### config.mk
export PLATFORM = sky130hd
export DESIGN_NAME = neighbor_exclusion_arbiter_top_flat
export DESIGN_NICKNAME = d
export VERILOG_FILES = /design/src/nea_pkg.sv /design/src/nea_if.sv /design/src/nea_ctrl.sv /design/src/nea_datapath.sv /design/src/neighbor_exclusion_arbiter_top.sv /design/src/flat_wrapper.sv
export VERILOG_INCLUDE_DIRS = /design/src /design/src/src
export SDC_FILE = /design/constraint.sdc
export NUM_CORES = 2
export LEC_CHECK = 0
export ABC_AREA = 1
export BUFFER_PORTS_ARGS = -buffer_cell sky130_fd_sc_hd__buf_4
export CAP_MARGIN = 40
export CORE_MARGIN = 5
export CORE_UTILIZATION = 40
export DETAILED_ROUTE_END_ITERATION = 8
export REMOVE_ABC_BUFFERS = 1
export SYNTH_ARGS = -nofsm -noshare
export SYNTH_HDL_FRONTEND = slang
export SYNTH_SLANG_ARGS = --single-unit
### constraint.sdc
create_clock -name clk -period 6.9 [get_ports clk]
set_input_delay 0.345 -clock clk [delete_from_list [all_inputs] [get_ports clk]]
set_output_delay 0.345 -clock clk [all_outputs]
set_load 0.005 [all_outputs]
### src/neighbor_exclusion_arbiter_top_defines.svh
// ----------------------------------------------------------------------------
// Neighbour exclusion arbiter assertion macros
// Shared concurrent assertion forms for the arbiter RTL.
// ----------------------------------------------------------------------------
`ifndef NEIGHBOR_EXCLUSION_ARBITER_TOP_DEFINES_SVH
`define NEIGHBOR_EXCLUSION_ARBITER_TOP_DEFINES_SVH

// Same-cycle implication, disabled while in reset.
`define NEA_ASSERT_NOW(label, clk, rst, ante, cons, msg) \
  label: assert property (@(posedge clk) disable iff (rst) (ante) |-> (cons)) \
    else $error(msg);

// Next-cycle implication, disabled while in reset.
`define NEA_ASSERT_NEXT(label, clk, rst, ante, cons, msg) \
  label: assert property (@(posedge clk) disable iff (rst) (ante) |=> (cons)) \
    else $error(msg);

`endif

### src/nea_pkg.sv
// ----------------------------------------------------------------------------
// Neighbour exclusion arbiter package
// Widths, codes, ring helpers and controller/datapath interface types.
// ----------------------------------------------------------------------------
package nea_pkg;

  localparam int RING_SIZE   = 8;
  localparam int IDX_W       = $clog2(RING_SIZE);
  localparam int COMMAND_W   = 2;
  localparam int REQUESTER_W = 4;
  localparam int GRANT_W     = 16;
  localparam int TIME_W      = 32;
  localparam int USE_W       = 32;
  localparam int WAIT_W      = 48;

  localparam logic [TIME_W-1:0] STARVATION_LIMIT_RESET = 32'd3000000;

  // Item commands
  localparam logic [COMMAND_W-1:0] CMD_TICK    = 2'd0;
  localparam logic [COMMAND_W-1:0] CMD_REQUEST = 2'd1;
  localparam logic [COMMAND_W-1:0] CMD_RELEASE = 2'd2;

  // Requester phases
  localparam logic [1:0] PH_IDLE = 2'd0;
  localparam logic [1:0] PH_HOLD = 2'd1;
  localparam logic [1:0] PH_WAIT = 2'd2;

  // Grant candidate selection
  localparam logic [1:0] TGT_WHO   = 2'd0;
  localparam logic [1:0] TGT_LEFT  = 2'd1;
  localparam logic [1:0] TGT_RIGHT = 2'd2;

  // Memory read address selection
  localparam logic [1:0] ADDR_WHO   = 2'd0;
  localparam logic [1:0] ADDR_TGT   = 2'd1;
  localparam logic [1:0] ADDR_RIGHT = 2'd2;
  localparam logic [1:0] ADDR_LEFT  = 2'd3;

  typedef logic [IDX_W-1:0] idx_t;

  typedef struct packed {
    logic       latch;     // capture the input item
    logic       start;     // clear result flags, advance time on tick
    logic       use_inc;   // count a use, drop requester to idle
    logic       req_mark;  // mark waiting, stamp time
    logic       tgt_load;
    logic [1:0] tgt_sel;
    logic [1:0] addr_sel;
    logic       cap_wait;  // capture candidate wait and total
    logic       cap_right; // capture right precedence
    logic       decide;    // grant or withhold the candidate
    logic       load_out;
  } nea_cmd_t;

  typedef struct packed {
    logic [COMMAND_W-1:0] command;
    logic                 who_ok;
    logic                 out_free;
  } nea_status_t;

  function automatic idx_t ring_left(idx_t k);
    idx_t r;
    if (k == idx_t'(0)) r = idx_t'(RING_SIZE - 1);
    else r = k - idx_t'(1);
    return r;
  endfunction

  function automatic idx_t ring_right(idx_t k);
    idx_t r;
    if (k == idx_t'(RING_SIZE - 1)) r = idx_t'(0);
    else r = k + idx_t'(1);
    return r;
  endfunction

endpackage

### src/nea_if.sv
// ----------------------------------------------------------------------------
// Neighbour exclusion arbiter channels
// Valid/ready channel interfaces for command items and result items.
// ----------------------------------------------------------------------------
interface nea_in_if;
  logic                          valid;
  logic                          ready;
  logic [nea_pkg::COMMAND_W-1:0]   command;
  logic [nea_pkg::REQUESTER_W-1:0] requester;

  modport source (output valid, output command, output requester, input ready);
  modport sink (input valid, input command, input requester, output ready);
endinterface

interface nea_out_if;
  logic                        valid;
  logic                        ready;
  logic [nea_pkg::GRANT_W-1:0] grant_mask;
  logic                        starvation_yield;
  logic [nea_pkg::USE_W-1:0]   use_count;
  logic [nea_pkg::WAIT_W-1:0]  total_wait;

  modport source (output valid, output grant_mask, output starvation_yield,
                  output use_count, output total_wait, input ready);
  modport sink (input valid, input grant_mask, input starvation_yield,
                input use_count, input total_wait, output ready);
endinterface

### src/nea_ctrl.sv
// ----------------------------------------------------------------------------
// Neighbour exclusion arbiter controller
// Sequences each item through decode, use count, grant tries and report.
// ----------------------------------------------------------------------------
module nea_ctrl (
  input  logic                 clk,
  input  logic                 rst,
  input  logic                 in_valid,
  output logic                 in_ready,
  input  nea_pkg::nea_status_t status,
  output nea_pkg::nea_cmd_t    cmd
);

  localparam logic [3:0] S_IDLE   = 4'd0;
  localparam logic [3:0] S_DECODE = 4'd1;
  localparam logic [3:0] S_USE_RD = 4'd2;
  localparam logic [3:0] S_USE_WR = 4'd3;
  localparam logic [3:0] S_REQ    = 4'd4;
  localparam logic [3:0] S_TRY_K  = 4'd5;
  localparam logic [3:0] S_TRY_R  = 4'd6;
  localparam logic [3:0] S_TRY_L  = 4'd7;
  localparam logic [3:0] S_TRY_D  = 4'd8;
  localparam logic [3:0] S_RPT    = 4'd9;
  localparam logic [3:0] S_OUT    = 4'd10;

  logic [3:0] state;
  logic [3:0] state_next;
  logic       last_try;
  logic       last_try_next;

  always_ff @(posedge clk) begin
    if (rst) begin
      state    <= S_IDLE;
      last_try <= 1'b0;
    end else begin
      state    <= state_next;
      last_try <= last_try_next;
    end
  end

  always_comb begin
    state_next    = state;
    last_try_next = last_try;
    in_ready      = 1'b0;
    cmd           = '0;
    cmd.addr_sel  = nea_pkg::ADDR_WHO;
    unique case (state)
      S_IDLE: begin
        in_ready  = 1'b1;
        cmd.latch = in_valid;
        if (in_valid) state_next = S_DECODE;
      end
      S_DECODE: begin
        cmd.start = 1'b1;
        if (status.who_ok && status.command == nea_pkg::CMD_REQUEST) begin
          state_next = S_REQ;
        end else if (status.who_ok && status.command == nea_pkg::CMD_RELEASE) begin
          state_next = S_USE_RD;
        end else begin
          state_next = S_RPT;
        end
      end
      S_USE_RD: begin
        state_next = S_USE_WR;
      end
      S_USE_WR: begin
        cmd.use_inc   = 1'b1;
        cmd.tgt_load  = 1'b1;
        cmd.tgt_sel   = nea_pkg::TGT_LEFT;
        last_try_next = 1'b0;
        state_next    = S_TRY_K;
      end
      S_REQ: begin
        cmd.req_mark  = 1'b1;
        cmd.tgt_load  = 1'b1;
        cmd.tgt_sel   = nea_pkg::TGT_WHO;
        last_try_next = 1'b1;
        state_next    = S_TRY_K;
      end
      S_TRY_K: begin
        cmd.addr_sel = nea_pkg::ADDR_TGT;
        state_next   = S_TRY_R;
      end
      S_TRY_R: begin
        cmd.cap_wait = 1'b1;
        cmd.addr_sel = nea_pkg::ADDR_RIGHT;
        state_next   = S_TRY_L;
      end
      S_TRY_L: begin
        cmd.cap_right = 1'b1;
        cmd.addr_sel  = nea_pkg::ADDR_LEFT;
        state_next    = S_TRY_D;
      end
      S_TRY_D: begin
        cmd.decide = 1'b1;
        if (last_try) begin
          state_next = S_RPT;
        end else begin
          // release: left neighbour done, now try the right one
          cmd.tgt_load  = 1'b1;
          cmd.tgt_sel   = nea_pkg::TGT_RIGHT;
          last_try_next = 1'b1;
          state_next    = S_TRY_K;
        end
      end
      S_RPT: begin
        state_next = S_OUT;
      end
      S_OUT: begin
        if (status.out_free) begin
          cmd.load_out = 1'b1;
          state_next   = S_IDLE;
        end
      end
      default: begin
        state_next = S_IDLE;
      end
    endcase
  end

endmodule

### src/nea_datapath.sv
// ----------------------------------------------------------------------------
// Neighbour exclusion arbiter datapath
// Ring state, per-requester memories, grant decision and result register.
// ----------------------------------------------------------------------------
`include "neighbor_exclusion_arbiter_top_defines.svh"

module nea_datapath (
  input  logic                              clk,
  input  logic                              rst,
  input  logic [nea_pkg::COMMAND_W-1:0]     in_command,
  input  logic [nea_pkg::REQUESTER_W-1:0]   in_requester,
  input  logic                              cfg_we,
  input  logic [nea_pkg::TIME_W-1:0]        cfg_data,
  input  nea_pkg::nea_cmd_t                 cmd,
  output nea_pkg::nea_status_t              status,
  input  logic                              out_ready,
  output logic                              out_valid,
  output logic [nea_pkg::GRANT_W-1:0]       grant_mask,
  output logic                              starvation_yield,
  output logic [nea_pkg::USE_W-1:0]         use_count,
  output logic [nea_pkg::WAIT_W-1:0]        total_wait
);

  localparam int N = nea_pkg::RING_SIZE;

  // Item and control registers
  logic [nea_pkg::COMMAND_W-1:0]   cmd_q;
  logic [nea_pkg::REQUESTER_W-1:0] who_q;
  logic [nea_pkg::TIME_W-1:0]      limit;
  logic [nea_pkg::TIME_W-1:0]      now;
  logic [N-1:0][1:0]               phase;
  logic [N-1:0]                    grants;
  logic                            yield_flag;
  nea_pkg::idx_t                   tgt;

  // Per-requester memories with valid bits standing in for the zero reset
  logic [nea_pkg::TIME_W-1:0] ws_mem  [N];
  logic [nea_pkg::WAIT_W-1:0] acc_mem [N];
  logic [nea_pkg::USE_W-1:0]  use_mem [N];
  logic [N-1:0]               ws_vld;
  logic [N-1:0]               acc_vld;
  logic [N-1:0]               use_vld;
  logic [nea_pkg::TIME_W-1:0] ws_rd;
  logic [nea_pkg::WAIT_W-1:0] acc_rd;
  logic [nea_pkg::USE_W-1:0]  use_rd;
  logic                       ws_rd_ok;
  logic                       acc_rd_ok;
  logic                       use_rd_ok;

  // Grant try registers
  logic [nea_pkg::TIME_W-1:0] wait_cur;
  logic [nea_pkg::WAIT_W-1:0] acc_cur;
  logic                       prec_right;

  logic                       who_ok;
  nea_pkg::idx_t              who_idx;
  nea_pkg::idx_t              tgt_left;
  nea_pkg::idx_t              tgt_right;
  nea_pkg::idx_t              tgt_next;
  nea_pkg::idx_t              rd_addr;
  logic [nea_pkg::TIME_W-1:0] ws_val;
  logic [nea_pkg::WAIT_W-1:0] acc_val;
  logic [nea_pkg::USE_W-1:0]  use_val;
  logic [nea_pkg::USE_W-1:0]  use_next;
  logic [nea_pkg::TIME_W-1:0] nbr_wait;
  logic                       nbr_starving;
  logic                       prec_left;
  logic                       eligible;
  logic [nea_pkg::WAIT_W:0]   acc_sum;
  logic [nea_pkg::WAIT_W-1:0] acc_next;
  logic                       out_free;
  logic                       adj_hold;

  assign who_ok  = {1'b0, who_q} < (nea_pkg::REQUESTER_W + 1)'(N);
  assign who_idx = who_q[nea_pkg::IDX_W-1:0];

  assign tgt_left  = nea_pkg::ring_left(tgt);
  assign tgt_right = nea_pkg::ring_right(tgt);

  always_comb begin
    case (cmd.tgt_sel)
      nea_pkg::TGT_LEFT:  tgt_next = nea_pkg::ring_left(who_idx);
      nea_pkg::TGT_RIGHT: tgt_next = nea_pkg::ring_right(who_idx);
      default:            tgt_next = who_idx;
    endcase
  end

  always_comb begin
    unique case (cmd.addr_sel)
      nea_pkg::ADDR_TGT:   rd_addr = tgt;
      nea_pkg::ADDR_RIGHT: rd_addr = tgt_right;
      nea_pkg::ADDR_LEFT:  rd_addr = tgt_left;
      default:             rd_addr = who_idx;
    endcase
  end

  assign ws_val  = ws_rd_ok  ? ws_rd  : '0;
  assign acc_val = acc_rd_ok ? acc_rd : '0;
  assign use_val = use_rd_ok ? use_rd : '0;

  assign use_next = (use_val == '1) ? use_val : use_val + 1'b1;

  // Neighbour wait from the word read this cycle (right in TRY_L, left in TRY_D)
  assign nbr_wait     = now - ws_val;
  assign nbr_starving = (nbr_wait > wait_cur) && (nbr_wait > limit);
  assign prec_left    = (phase[tgt_left] == nea_pkg::PH_WAIT) && nbr_starving;

  assign eligible = (phase[tgt] == nea_pkg::PH_WAIT) &&
                    (phase[tgt_right] != nea_pkg::PH_HOLD) &&
                    (phase[tgt_left] != nea_pkg::PH_HOLD);

  assign acc_sum  = {1'b0, acc_cur} + (nea_pkg::WAIT_W + 1)'(wait_cur);
  assign acc_next = acc_sum[nea_pkg::WAIT_W] ? '1 : acc_sum[nea_pkg::WAIT_W-1:0];

  assign out_free = !out_valid || out_ready;

  assign status.command  = cmd_q;
  assign status.who_ok   = who_ok;
  assign status.out_free = out_free;

  // Memory reads, registered
  always_ff @(posedge clk) begin
    ws_rd     <= ws_mem[rd_addr];
    acc_rd    <= acc_mem[rd_addr];
    use_rd    <= use_mem[rd_addr];
    ws_rd_ok  <= ws_vld[rd_addr];
    acc_rd_ok <= acc_vld[rd_addr];
    use_rd_ok <= use_vld[rd_addr];
  end

  // Memory writes
  always_ff @(posedge clk) begin
    if (cmd.req_mark) ws_mem[who_idx] <= now;
    if (cmd.use_inc) use_mem[who_idx] <= use_next;
    if (cmd.decide && eligible && !(prec_right || prec_left)) acc_mem[tgt] <= acc_next;
  end

  // Payload registers of the item and the try
  always_ff @(posedge clk) begin
    if (cmd.latch) begin
      cmd_q <= in_command;
      who_q <= in_requester;
    end
    if (cmd.tgt_load) tgt <= tgt_next;
    if (cmd.cap_wait) begin
      wait_cur <= now - ws_val;
      acc_cur  <= acc_val;
    end
    if (cmd.cap_right) prec_right <= (phase[tgt_right] == nea_pkg::PH_WAIT) && nbr_starving;
  end

  // Ring state
  always_ff @(posedge clk) begin
    if (rst) begin
      limit      <= nea_pkg::STARVATION_LIMIT_RESET;
      now        <= '0;
      phase      <= '0;
      ws_vld     <= '0;
      acc_vld    <= '0;
      use_vld    <= '0;
      grants     <= '0;
      yield_flag <= 1'b0;
    end else begin
      if (cfg_we) limit <= cfg_data;
      if (cmd.start) begin
        grants     <= '0;
        yield_flag <= 1'b0;
        if (cmd_q == nea_pkg::CMD_TICK) now <= now + 1'b1;
      end
      if (cmd.req_mark) begin
        phase[who_idx]  <= nea_pkg::PH_WAIT;
        ws_vld[who_idx] <= 1'b1;
      end
      if (cmd.use_inc) begin
        phase[who_idx]   <= nea_pkg::PH_IDLE;
        use_vld[who_idx] <= 1'b1;
      end
      if (cmd.decide && eligible) begin
        if (prec_right || prec_left) begin
          yield_flag <= 1'b1;
        end else begin
          phase[tgt]   <= nea_pkg::PH_HOLD;
          acc_vld[tgt] <= 1'b1;
          grants[tgt]  <= 1'b1;
        end
      end
    end
  end

  // Result register
  always_ff @(posedge clk) begin
    if (rst) begin
      out_valid <= 1'b0;
    end else if (cmd.load_out) begin
      out_valid <= 1'b1;
    end else if (out_ready) begin
      out_valid <= 1'b0;
    end
  end

  always_ff @(posedge clk) begin
    if (cmd.load_out) begin
      grant_mask       <= nea_pkg::GRANT_W'(grants);
      starvation_yield <= yield_flag;
      use_count        <= who_ok ? use_val : '0;
      total_wait       <= who_ok ? acc_val : '0;
    end
  end

  // Two ring neighbours never hold at once
  always_comb begin
    adj_hold = 1'b0;
    for (int k = 0; k < N; k++) begin
      if (phase[k] == nea_pkg::PH_HOLD &&
          phase[nea_pkg::ring_right(nea_pkg::idx_t'(k))] == nea_pkg::PH_HOLD) begin
        adj_hold = 1'b1;
      end
    end
  end

  function automatic logic [N-1:0] adj_hold_vec();
    logic [N-1:0] v;
    for (int k = 0; k < N; k++) v[k] = (phase[k] == nea_pkg::PH_HOLD);
    return v;
  endfunction

  `NEA_ASSERT_NOW(a_excl, clk, rst, 1'b1, !adj_hold, "neighbours holding together")
  `NEA_ASSERT_NOW(a_grant_held, clk, rst, 1'b1, (grants & ~adj_hold_vec()) == '0, "granted requester not holding")
  `NEA_ASSERT_NOW(a_no_overrun, clk, rst, cmd.load_out, out_free, "result register overwritten")
  `NEA_ASSERT_NEXT(a_tick_only, clk, rst, cmd.start && cmd_q != nea_pkg::CMD_TICK, $stable(now), "time advanced without tick")

endmodule

### src/neighbor_exclusion_arbiter_top.sv
// ----------------------------------------------------------------------------
// Neighbour exclusion arbiter
// Grants a shared resource to requesters on a ring with neighbour exclusion.
// ----------------------------------------------------------------------------
// Usage:
//   in_ch carries one item per handshake: command (tick, request, release)
//   and the requester index. out_ch returns exactly one result item per input
//   item: newly granted requesters, a starvation yield flag, and the use count
//   and total wait of the named requester (zero when the index is off the ring).
//   cfg_we/cfg_data write the starvation limit; write only while idle.
// Sequencing:
//   The controller runs one item at a time through a single read port on the
//   per-requester memories. A tick, an unused command or an off-ring index
//   goes from decode straight to report; a request runs one grant try (target,
//   right and left neighbour reads, then decide); a release runs the use count
//   update and two grant tries, left neighbour first. The next item is accepted
//   the cycle after the result is loaded.
// Reset:
//   rst clears all phases to idle, time to zero, the limit to 3000000 and the
//   stored statistics (through per-entry valid bits, no clearing pass).
// Stall:
//   The result register holds while out_ch.ready is low; the next item is
//   still accepted and runs up to its report, then waits for the register.
// ----------------------------------------------------------------------------
module neighbor_exclusion_arbiter_top (
  input  logic                       clk,
  input  logic                       rst,
  nea_in_if.sink                     in_ch,
  nea_out_if.source                  out_ch,
  input  logic                       cfg_we,
  input  logic [nea_pkg::TIME_W-1:0] cfg_data
);

  nea_pkg::nea_cmd_t    cmd;
  nea_pkg::nea_status_t status;

  // Sequence each item
  nea_ctrl u_ctrl (
    .clk      (clk),
    .rst      (rst),
    .in_valid (in_ch.valid),
    .in_ready (in_ch.ready),
    .status   (status),
    .cmd      (cmd)
  );

  // Hold ring state, memories and the result register
  nea_datapath u_datapath (
    .clk              (clk),
    .rst              (rst),
    .in_command       (in_ch.command),
    .in_requester     (in_ch.requester),
    .cfg_we           (cfg_we),
    .cfg_data         (cfg_data),
    .cmd              (cmd),
    .status           (status),
    .out_ready        (out_ch.ready),
    .out_valid        (out_ch.valid),
    .grant_mask       (out_ch.grant_mask),
    .starvation_yield (out_ch.starvation_yield),
    .use_count        (out_ch.use_count),
    .total_wait       (out_ch.total_wait)
  );

endmodule
### src/flat_wrapper.sv
// flat-port wrapper written by rule: the top's interface ports become plain ports
module neighbor_exclusion_arbiter_top_flat 
  (clk, rst, cfg_we, cfg_data, in_ch_valid, in_ch_command, in_ch_requester, in_ch_ready, out_ch_valid, out_ch_grant_mask, out_ch_starvation_yield, out_ch_use_count, out_ch_total_wait, out_ch_ready);
  nea_in_if in_ch_i ();
  nea_out_if out_ch_i ();
  input  logic clk;
  input  logic rst;
  input  logic cfg_we;
  input  logic [nea_pkg::TIME_W-1:0] cfg_data;
  input wire logic [$bits(in_ch_i.valid)-1:0] in_ch_valid;
  input wire logic [$bits(in_ch_i.command)-1:0] in_ch_command;
  input wire logic [$bits(in_ch_i.requester)-1:0] in_ch_requester;
  output wire logic [$bits(in_ch_i.ready)-1:0] in_ch_ready;
  output wire logic [$bits(out_ch_i.valid)-1:0] out_ch_valid;
  output wire logic [$bits(out_ch_i.grant_mask)-1:0] out_ch_grant_mask;
  output wire logic [$bits(out_ch_i.starvation_yield)-1:0] out_ch_starvation_yield;
  output wire logic [$bits(out_ch_i.use_count)-1:0] out_ch_use_count;
  output wire logic [$bits(out_ch_i.total_wait)-1:0] out_ch_total_wait;
  input wire logic [$bits(out_ch_i.ready)-1:0] out_ch_ready;
  assign in_ch_i.valid = in_ch_valid;
  assign in_ch_i.command = in_ch_command;
  assign in_ch_i.requester = in_ch_requester;
  assign in_ch_ready = in_ch_i.ready;
  assign out_ch_valid = out_ch_i.valid;
  assign out_ch_grant_mask = out_ch_i.grant_mask;
  assign out_ch_starvation_yield = out_ch_i.starvation_yield;
  assign out_ch_use_count = out_ch_i.use_count;
  assign out_ch_total_wait = out_ch_i.total_wait;
  assign out_ch_i.ready = out_ch_ready;
  neighbor_exclusion_arbiter_top u_core (.clk(clk), .rst(rst), .in_ch(in_ch_i), .out_ch(out_ch_i), .cfg_we(cfg_we), .cfg_data(cfg_data));
endmodule
==> results_tabular.tex <==
\begin{tabular}{lr}
\hline
Metric & Value \\
\hline
\multicolumn{2}{l}{\textbf{Outcome}} \\
Outcome & complete, no violations \\
\multicolumn{2}{l}{\textbf{Route}} \\
DRC & 0 \\
Routed length per placed instance & 20.8 um \\
First-pass iteration count of the detailed router & 6 \\
Antenna Nets Post-Route & 0 \\
Count of routing violations after the opening detailed-route iteration & 3498 \\
Total vias in the final route & 39500 \\
Aggregate routed wire length & 155000 um \\
Routed vias/inst & 5.31 \\
\multicolumn{2}{l}{\textbf{Placement}} \\
Instance area at placement & 59400 um2 \\
Half-perimeter wire length after detailed placement & 95500 um \\
Routability-driven placement congestion ratio & 0.948 \\
Placed Cells & 7121 \\
Quantity of I/O buffers inserted on ports & 133 \\
\multicolumn{2}{l}{\textbf{Critical path}} \\
Type of element capturing the critical path & flip-flop \\
Max stage delay cell, worst path & sky130\_fd\_sc\_hd\_\_inv\_2 \\
Cells along the critical path & buf\_4 -> nand2\_1 -> ha\_1 -> nand2\_1 -> inv\_1 -> nand2\_1 -> o21ai\_0 -> nand2\_1 -> nand2\_1 -> nand2\_1 -> a31oi\_1 -> xor2\_1 -> ha\_1 -> nand2\_1 -> nor2\_1 -> nand3b\_1 -> nor3b\_1 -> nand2\_1 -> nand2\_1 -> inv\_1 -> nand4\_2 -> nand4\_1 -> inv\_2 -> buf\_12 \\
Worst R2R Path Depth & 24 \\
Reg-to-Reg Start & u\_core.u\_datapath.ws\_rd\_ok\$\_DFF\_P\_ \\
Kind of critical path & reg -> reg \\
Data required time at the worst endpoint & 7.34 ns \\
Max stage delay on crit path & 0.59 ns \\
Data arrival time of the critical path & 5.98 ns \\
Register-to-Register Setup Slack & 1.35 ns \\
Reg2Reg Capture Point & u\_core.u\_datapath.acc\_mem[6][40]\$\_DFFE\_PP\_ \\
Most frequent cell on the critical path & sky130\_fd\_sc\_hd\_\_nand2\_1 \\
Largest fanout on the critical path & 27 \\
Launching element type of the critical path & flip-flop \\
\multicolumn{2}{l}{\textbf{Synthesis}} \\
Distinct cell type count after synthesis & 60 \\
Top cells by count, synth & sky130\_fd\_sc\_hd\_\_edfxtp\_1 (1075), sky130\_fd\_sc\_hd\_\_nand2\_1 (880), sky130\_fd\_sc\_hd\_\_nor2\_1 (781), sky130\_fd\_sc\_hd\_\_o21ai\_0 (456), sky130\_fd\_sc\_hd\_\_inv\_1 (422) \\
Dominant cell by count in the synthesized netlist & sky130\_fd\_sc\_hd\_\_edfxtp\_1 \\
Post-Synthesis Cells & 5270 \\
Fraction of the yosys area taken by sequential cells & 0.657 \\
Yosys warnings & 0 \\
Dominant synthesized flop cell & sky130\_fd\_sc\_hd\_\_edfxtp\_1 \\
Number of enable-type register cells in the synthesized netlist & 1075 \\
Synth area leader & sky130\_fd\_sc\_hd\_\_edfxtp\_1 \\
Synth area leaders & sky130\_fd\_sc\_hd\_\_edfxtp\_1 (57\%), sky130\_fd\_sc\_hd\_\_dfxtp\_1 (8.3\%), sky130\_fd\_sc\_hd\_\_nand2\_1 (5.9\%) \\
Per-instance average area after synthesis & 10.7 um2 \\
Async set or reset register ratio after synthesis & 0 \\
Total standard cell area after synthesis & 56200 um2 \\
Register bit total from synthesis & 1309 \\
Fraction of synthesized cell area taken by the top area cell type & 0.574 \\
\multicolumn{2}{l}{\textbf{Final layout}} \\
Post-layout net count & 5632 \\
Number of inserted filler cells in the final layout & 12900 \\
Core utilization of the finished layout & 0.465 \\
Finished Layout Cells & 7449 \\
Fin area & 64800 um2 \\
Relative area change from synthesis to final layout & 15.3\% \\
Share of cells above drive strength 1 & 0.0927 \\
\multicolumn{2}{l}{\textbf{GRT}} \\
Number of antenna violations at the first check in global routing & 8 \\
Number of global-route vias before repair & 38800 \\
Global-route wire length before repair & 235000 um \\
Largest net degree at the start of global routing & 226 \\
GR Util All Layers & 0.207 \\
Total global routing overflow & 0 \\
\multicolumn{2}{l}{\textbf{Timing}} \\
Maximum clock frequency & 180 MHz \\
Final Max Slew Viols & 0 \\
Hold Violations, Final & 0 \\
Final clock period utilization by the worst path & 0.804 \\
Least-Margin Pin Slew & 1.07 ns \\
Final clock skew & 0.0285 ns \\
Number of setup violations in the final report & 0 \\
Worst slew margin & 0.284 \\
Clock period minus final worst setup slack & 5.55 ns \\
Smallest hold slack & 0.0771 ns \\
RSZ-0062 raised after global routing & false \\
\multicolumn{2}{l}{\textbf{Worst hold path}} \\
Source of the worst hold timing path & cfg\_we \\
Number of instances on the worst hold path & 3 \\
Type of the most critical hold path & in -> reg \\
Endpoint of the worst hold-timing path & u\_core.u\_datapath.limit[0]\$\_SDFFE\_PP0P\_ \\
\multicolumn{2}{l}{\textbf{CTS}} \\
Clock root buffer master & sky130\_fd\_sc\_hd\_\_clkbuf\_16 \\
Cts bufs inserted & 142 \\
Clock latency on the worst-skew pair & 0.77 ns \\
CTS tree & done \\
Level count of the clock H-tree & 4 \\
Maximum number of buffers from clock root to sink & 3 \\
Cells resized by post-CTS repair & 0 \\
Clock net sink count & 1309 \\
Register clock-pin slew on the reported worst setup and hold paths & 0.06 ns \\
\multicolumn{2}{l}{\textbf{Floorplan}} \\
Height of the die & 385 um \\
Die W & 385 um \\
Std cell rows & 137 \\
Die outline area & 148000 um2 \\
Number of I/O pins & 142 \\
Core box area & 140000 um2 \\
Starting density of the core & 0.403 \\
\multicolumn{2}{l}{\textbf{Power and ir drop}} \\
Peak supply drop & 0.000253 V \\
Static power due to leakage & 24.6 nW \\
Design Power & 23.9 mW \\
Total power density per cell area & 369 nW/um2 \\
\multicolumn{2}{l}{\textbf{Run}} \\
Max cap viols & 0 \\
\hline
\end{tabular}
## layout make-up
cell class	instances	area, um2	area share
antenna	6	15.0	0.000232
clock buffer	185	3880	0.0598
clock inverter	78	906	0.0140
inverter	436	1650	0.0255
multi-input combinational	3296	16700	0.257
sequential	1309	37000	0.570
tap	1876	2350	0.0362
timing repair buffer	263	2370	0.0366
## kinds of logic (layout without fill, tap and decap cells)
kind of cell | Yosys count | after routing | share of synthesized area
AO/OA/AOI/OAI | 1097 | 1097 | 0.107
other | 1 | 14 | 0.0000667
XOR/XNOR | 81 | 81 | 0.0126
flip-flops | 1309 | 1309 | 0.657
AND/OR/NAND/NOR | 1969 | 1969 | 0.142
buffers and inverters | 672 | 962 | 0.0493
adder cells (fa/ha/maj) | 141 | 141 | 0.0316
## sequential cells by signal (all words and copies together), names as in the netlist, 16 cells and up
name	cells
u_core.u_datapath.acc_mem	384
u_core.u_datapath.use_mem	256
u_core.u_datapath.ws_mem	256
u_core.u_datapath.acc_cur	48
u_core.u_datapath.acc_rd	48
u_core.u_datapath.total_wait	48
u_core.u_datapath.limit	32
u_core.u_datapath.now	32
u_core.u_datapath.use_count	32
u_core.u_datapath.use_rd	32
u_core.u_datapath.wait_cur	32
u_core.u_datapath.ws_rd	32
u_core.u_datapath.phase	16
## worst max-delay path, delay by kind of cell, from the launching register on
family | cells | cell delay [ns]
AND/OR/NAND/NOR | 14 | 1.82
buffers and inverters | 5 | 1.38
adder cells (fa/ha/maj) | 2 | 0.61
AO/OA/AOI/OAI | 2 | 0.56
flip-flops | 1 | 0.49
XOR/XNOR | 1 | 0.32
## worst max path at each step
stage,start,endpoint,slack [ns],cells past startpoint
final,u_core.u_datapath.ws_rd_ok$_DFF_P_,u_core.u_datapath.acc_mem[6][40]$_DFFE_PP_,1.35,24
after global routing,u_core.u_datapath.ws_rd_ok$_DFF_P_,u_core.u_datapath.acc_mem[0][23]$_DFFE_PP_,0.83,25
after CTS,u_core.u_datapath.ws_rd_ok$_DFF_P_,u_core.u_datapath.acc_mem[0][23]$_DFFE_PP_,1.31,24
after detailed placement,u_core.u_datapath.ws_rd_ok$_DFF_P_,u_core.u_datapath.acc_mem[0][17]$_DFFE_PP_,1.33,25
after global placement,u_core.u_datapath.ws_rd_ok$_DFF_P_,u_core.u_datapath.acc_mem[4][13]$_DFFE_PP_,1.44,24
after floorplan,u_core.u_datapath.tgt[0]$_DFFE_PP_,u_core.u_datapath.acc_rd_ok$_DFF_P_,-4.71,12
## what timing repair did
item                                   in CTS  in global routing
hold buffers                               59                  0
endpoints found under the hold margin      53                  0
buffers inserted                            0                  0
## per-layer routing
| layer | vias to the layer above | part of all wire | track usage | routed length (um) |
|---|---|---|---|---|
| li1 | 18700 | - | - | - |
| met1 | 19300 | 0.43 | 0.278 | 67500 |
| met2 | 1278 | 0.48 | 0.348 | 74900 |
| met3 | 235 | 0.059 | 0.0297 | 9230 |
| met4 | 4 | 0.023 | 0.0612 | 3650 |
| met5 | - | 0.00018 | 0 | 28 |
## power by group
part | internal (mW) | total [mW] | switching (mW)
Combinational | 2.03 | 6.70 | 4.67
Clock | 4.56 | 7.72 | 3.16
Sequential | 9.22 | 9.47 | 0.251
## cell usage in the layout (no fill, tap or decap), drive strengths merged, types with 16 or more instances in the layout
master / netlist / layout
buf: 144 / 204
xnor2: 16 / 16
o22ai: 230 / 230
dlygate4sd3: 0 / 59
o21ai: 582 / 582
or2: 26 / 26
nand4: 46 / 46
nand2: 886 / 886
a21oi: 206 / 206
edfxtp: 1075 / 1075
clkbuf: 92 / 185
dfxtp: 234 / 234
inv: 435 / 439
ha: 139 / 139
nor2: 789 / 789
clkinv: 1 / 54
nand3: 124 / 124
nor3: 64 / 64
xor2: 65 / 65
## stage by stage
stage                     TNS, ns  worst slack (ns)
after floorplan           -530.17             -4.71
after global placement          0              1.44
after detailed placement        0              1.33
after CTS                       0              1.31
after global routing            0             0.835
final                           0              1.35
No activity file was read; power rests on OpenSTA's default activity.
